**src/hdl/tnmh_pkg.sv**
```systemverilog
// Shared types and constants for the top-N min-heap tracker.
// No dependencies; every other file refers to it by scoped names.
package tnmh_pkg;

    localparam int HEAP_DEPTH = 64;
    localparam int ADDR_W     = $clog2(HEAP_DEPTH);
    localparam int CNT_W      = $clog2(HEAP_DEPTH + 1);
    localparam int KEY_W      = 32;
    localparam int TAG_W      = 32;
    localparam int CAP_W      = 7;
    localparam int CNT_OUT_W  = 7;
    localparam logic [CAP_W-1:0] CAP_RESET = CAP_W'(64);

    typedef struct packed {
        logic [KEY_W-1:0] item_key;
        logic [TAG_W-1:0] item_tag;
    } t_item;

    typedef struct packed {
        logic                 accepted;
        logic                 evicted_valid;
        logic [KEY_W-1:0]     evicted_key;
        logic [TAG_W-1:0]     evicted_tag;
        logic [CNT_OUT_W-1:0] entry_count_out;
        logic [KEY_W-1:0]     minimum_key;
    } t_result;

    typedef struct packed {
        logic [KEY_W-1:0] key;
        logic [TAG_W-1:0] tag;
    } t_entry;

    typedef enum logic [2:0] {
        ST_IDLE,
        ST_UP_RD,
        ST_UP_CMP,
        ST_DN_RD,
        ST_DN_CMP,
        ST_DONE
    } t_state;

    typedef struct packed {
        logic load;
        logic rd_children;
        logic wr_new;
        logic inc_count;
        logic mv_up;
        logic mv_dn;
    } t_dp_cmd;

    typedef struct packed {
        logic do_append;
        logic do_replace;
        logic at_root;
        logic up_stop;
        logic no_child;
        logic dn_stop;
    } t_dp_status;

endpackage

```
**src/hdl/tnmh_ctrl.sv**
```systemverilog
// Sequencer for the top-N min-heap: load, sift up or sift down, report.
// Depends on tnmh_pkg.
module tnmh_ctrl (
    input  logic                 i_clk,
    input  logic                 i_rst_n,
    input  logic                 i_start,
    input  tnmh_pkg::t_dp_status i_status,
    output tnmh_pkg::t_dp_cmd    o_cmd,
    output logic                 o_busy,
    output logic                 o_strobe
);

    tnmh_pkg::t_state r_state;
    tnmh_pkg::t_state n_state;

    always_ff @(posedge i_clk) begin
        if (!i_rst_n) begin
            r_state <= tnmh_pkg::ST_IDLE;
        end else begin
            r_state <= n_state;
        end
    end

    always_comb begin
        n_state = r_state;
        unique case (r_state)
            tnmh_pkg::ST_IDLE: begin
                if (i_start) begin
                    if (i_status.do_append) begin
                        n_state = tnmh_pkg::ST_UP_RD;
                    end else if (i_status.do_replace) begin
                        n_state = tnmh_pkg::ST_DN_RD;
                    end else begin
                        n_state = tnmh_pkg::ST_DONE;
                    end
                end
            end
            tnmh_pkg::ST_UP_RD: begin
                n_state = i_status.at_root ? tnmh_pkg::ST_DONE : tnmh_pkg::ST_UP_CMP;
            end
            tnmh_pkg::ST_UP_CMP: begin
                n_state = i_status.up_stop ? tnmh_pkg::ST_DONE : tnmh_pkg::ST_UP_RD;
            end
            tnmh_pkg::ST_DN_RD: begin
                n_state = i_status.no_child ? tnmh_pkg::ST_DONE : tnmh_pkg::ST_DN_CMP;
            end
            tnmh_pkg::ST_DN_CMP: begin
                n_state = i_status.dn_stop ? tnmh_pkg::ST_DONE : tnmh_pkg::ST_DN_RD;
            end
            tnmh_pkg::ST_DONE: begin
                n_state = tnmh_pkg::ST_IDLE;
            end
            default: begin
                n_state = tnmh_pkg::ST_IDLE;
            end
        endcase
    end

    always_comb begin
        o_cmd    = '0;
        o_busy   = 1'b1;
        o_strobe = 1'b0;
        unique case (r_state)
            tnmh_pkg::ST_IDLE: begin
                o_busy     = 1'b0;
                o_cmd.load = i_start;
            end
            tnmh_pkg::ST_UP_RD: begin
                o_cmd.wr_new    = i_status.at_root;
                o_cmd.inc_count = i_status.at_root;
            end
            tnmh_pkg::ST_UP_CMP: begin
                o_cmd.wr_new    = i_status.up_stop;
                o_cmd.inc_count = i_status.up_stop;
                o_cmd.mv_up     = !i_status.up_stop;
            end
            tnmh_pkg::ST_DN_RD: begin
                o_cmd.rd_children = 1'b1;
                o_cmd.wr_new      = i_status.no_child;
            end
            tnmh_pkg::ST_DN_CMP: begin
                o_cmd.wr_new = i_status.dn_stop;
                o_cmd.mv_dn  = !i_status.dn_stop;
            end
            tnmh_pkg::ST_DONE: begin
                o_strobe = 1'b1;
            end
            default: begin
                o_busy = 1'b1;
            end
        endcase
    end

endmodule

```
**config.mk**
```make
export PLATFORM = sky130hd
export DESIGN_NAME = tnmh_ctrl
export DESIGN_NICKNAME = d
export VERILOG_FILES = /design/src/hdl/tnmh_pkg.sv /design/src/hdl/tnmh_ctrl.sv
export SDC_FILE = /design/constraint.sdc
export NUM_CORES = 1
export LEC_CHECK = 0
export ABC_CLOCK_PERIOD_IN_PS = 1400
export BUFFER_PORTS_ARGS = -buffer_cell sky130_fd_sc_hd__buf_2
export CORE_AREA = 10 10 47 49
export CTS_CLUSTER_SIZE = 24
export DETAILED_ROUTE_END_ITERATION = 16
export DIE_AREA = 0 0 57 59
export PLACE_DENSITY_LB_ADDON = 0.1
export SLEW_MARGIN = 20
export SYNTH_ARGS = -nofsm -noshare
export SYNTH_HDL_FRONTEND = slang
export SYNTH_SLANG_ARGS = --single-unit
```
**constraint.sdc**
```tcl
create_clock -name i_clk -period 1.4 [get_ports i_clk]
set_input_delay 0.28 -clock i_clk [delete_from_list [all_inputs] [get_ports i_clk]]
set_output_delay 0.28 -clock i_clk [all_outputs]
set_load 0.01 [all_outputs]
```
==> out/summary.log <==
qor: cells_and_area.antennaDiodeCount 0
qor: placement.dp_slack 0.0299 ns
qor: power.pwr_density_cell 1080 nW/um^2
qor: synthesis.instance_count_of_the_mapped_netlist 38
qor: hold_path.min_path_type input port to flip-flop
qor: grt.global_route.usage.met2 0.0915
qor: placement.placed_cells 74
qor: worst_setup_path.crit_arrival 1.27 ns
qor: cells_and_area.layout.cells.most_common buf_2
qor: synthesis.synth_top_area_frac 0.194
qor: power.power.leakage 0.279 nW
qor: cells_and_area.mostFrequentLayoutCells 16 x buf_2, 10 x buf_4
qor: detailed_routing.wl_per_cell 11.5 um
qor: grt.met3_resource_use_gr 0.0258
qor: sta.fin_ws -0.150 ns
qor: cts.clk_transition_reported_paths 0.03 ns
qor: floorplan.initial_core_util 0.221
qor: flow_run.reported_max_cap_violation_count 0
qor: sta.slew_viol_final 0
qor: worst_setup_path.required_time_at_the_endpoint_of_the_critical_path 1.12 ns
qor: detailed_routing.drt-pass1-iter-count 2
qor: run_status.status finished, violations left
qor: worst_setup_path.crit_path_max_fanout 5
qor: sta.period_minus_slack 1.55 ns
qor: cells_and_area.number_of_flip_flops_in_the_largest_register 3
qor: sta.rsz0062_at_grt yes
qor: detailed_routing.detail_route.drc_violations 0
qor: synthesis.synthesis.area 310 sq um
qor: cts.tritoncts.num_buffers 3
qor: placement.gp_congestion 0.683
qor: sta.timing.max_slew.rel_slack 0.765
qor: synthesis.synth_sequential_area_ratio 0.194
qor: placement.hpwl 782 um
qor: detailed_routing.detail_route_antenna_nets 0
qor: cells_and_area.finalNonFillerCells 84
qor: sta.layout_worst_path_cycle_share 1.11
qor: power.peakVddDrop 0.456 mV
qor: synthesis.synth_area_per_cell 8.17 sq um
qor: synthesis.yosysWarningCount 0
qor: cts.htree_levels 1
qor: cells_and_area.area_growth 86.3%
qor: detailed_routing.via_count 378
qor: cells_and_area.drive_gt1_frac 0.662
qor: cells_and_area.biggest_regs r_state x3
qor: sta.setup_violations 5
qor: synthesis.synth.largest_area_cell dfxtp_1
qor: synthesis.synth_top_cells_by_area dfxtp_1 19%, and4bb_1 8.1%, and4bb_4 5.2%, a21oi_1 4.8%, buf_4 4.8%
qor: cells_and_area.filler_cell_count 148
qor: floorplan.core_area 1400 sq um
qor: synthesis.synth.net_count 47
qor: grt.global_route.usage.met1 0.0608
qor: cts.clock_sink_count 3
qor: floorplan.die_area 3360 sq um
qor: cells_and_area.finalNetCount 78
qor: grt.global_route.usage.total 0.0567
qor: grt.initial_antenna_violation_count 0
qor: cells_and_area.top_register r_state
qor: sta.finalHoldViolations 0
qor: grt.grt-busiest-layer met2
qor: floorplan.fp-row-count 14
qor: floorplan.floorplan.io_pins 17
qor: sta.fin_skew 0.00159 ns
qor: floorplan.die_height 59 um
qor: grt.largest_net_degree_at_the_start_of_global_routing 8
qor: detailed_routing.drt_iter0_markers 4
qor: sta.worstMarginPinSlew 0.350 ns
qor: grt.grt_first_pass_wirelength 1.60 mm
qor: floorplan.die_x 57 um
qor: sta.fmaxAchievable 0.645 GHz
qor: cts.cts_tree done
qor: cts.clk_path_buf_depth 2
qor: synthesis.yosys_register_bits 3
qor: synthesis.synth_cell_types 25
qor: placement.port_buffers 16
qor: worst_setup_path.worstSetupStartpointType flip-flop
qor: cts.clk_latency_worst_skew_pair 0.23 ns
qor: run_status.violated_checks setup timing
qor: detailed_routing.wl 967 um
qor: grt.grt_remaining_overflow 0
qor: worst_setup_path.setup.reg_to_reg.worst_slack 0.04 ns
qor: worst_setup_path.setup.worst_path.class flip-flop to output pin
qor: detailed_routing.route.detailed.vias_per_inst 4.50
qor: grt.first_global_vias 381
qor: cts.ctsRootBufferMaster clkbuf_4
qor: worst_setup_path.critPathCaptureType output pin
## per-layer routing
layer	vias to the layer above	wire, um
li1	201	-
met3	0	84
met1	165	396
met2	12	487
met5	-	0
met4	0	0
## through the flow
step | area, sq um | TNS, ns | hold slack (ns) | utilization | power [W]
6_report | 578 | -0.543 | 0.305 | 0.413 | 0.000623
3_5_place_dp | 437 | 0 | 0.544 | 0.312 | 0.000387
2_1_floorplan | 310 | 0 | 0.417 | - | 0.000285
4_1_cts | 504 | -0.523 | 0.299 | 0.360 | 0.000578
3_3_place_gp | 437 | 0 | 0.540 | 0.312 | 0.000391
5_1_grt | 578 | -0.907 | 0.299 | 0.413 | 0.000686
## synth_stat cells
library cell	instances
and4bb_4	1
inv_1	3
buf_4	2
and4bb_1	2
nor3_2	1
nand2b_1	1
buf_6	1
nor2_2	1
or3_4	1
inv_2	1
o21bai_1	1
o21ai_1	2
mux2_1	1
a31oi_1	1
nor3b_1	2
nor4_1	2
or2_1	1
nor2_1	2
nand3_2	1
or4_4	1
nor4b_1	1
nand2_1	2
dfxtp_1	3
a21oi_1	3
nand3_1	1
## power by group
part | leakage (nW) | internal (W) | total (W) | switching, W
registers | 0.0264 | 0.000105 | 0.000125 | 0.0000193
logic | 0.238 | 0.000199 | 0.000353 | 0.000155
clock network | 0.0150 | 0.000106 | 0.000145 | 0.0000388
total | 0.279 | 0.000411 | 0.000623 | 0.000213
## kinds of logic (layout without fill, tap and decap cells)
family                 count (synthesis)  count (layout)  share of synthesized area
and+or+nand+nor                       20              20                      0.512
AOI/OAI and AO/OA                      7               7                      0.125
buffers and inverters                  7              37                      0.133
DFF                                    3               3                      0.194
muxes                                  1               1                     0.0363
## path summary, 6_finish.rpt
check / cells after the start / from / endpoint
min: 3 / i_status[4] / r_state[1]$_SDFFE_PN0P_
max: 4 / r_state[2]$_SDFFE_PN0P_ / o_cmd[5]
max reg2reg: 5 / r_state[2]$_SDFFE_PN0P_ / r_state[1]$_SDFFE_PN0P_
min reg2reg: 3 / r_state[1]$_SDFFE_PN0P_ / r_state[2]$_SDFFE_PN0P_
## critical path, stage by stage, from the launching register on
cell and delay (ns):
dfxtp_4 0.35, buf_6 0.12, or3_4 0.38, nor2_2 0.07
buf_2 0.13
## cell type report
cell class,count,area (sq um),area share
clock buffers,4,26.3,0.0455
inverters,4,17.5,0.0303
multi-input cells,28,256,0.444
flip-flops and latches,3,68.8,0.119
well taps,16,20.0,0.0346
repair buffers,29,189,0.327
## timing repair
item | in CTS | in global routing
endpoints found under the setup margin | 7 | 10
pin swaps | 1 | 8
hold buffers | 0 | 0
buffers inserted | 2 | 4
gates resized for setup | 8 | 8
(Power assumes the default switching activity.)
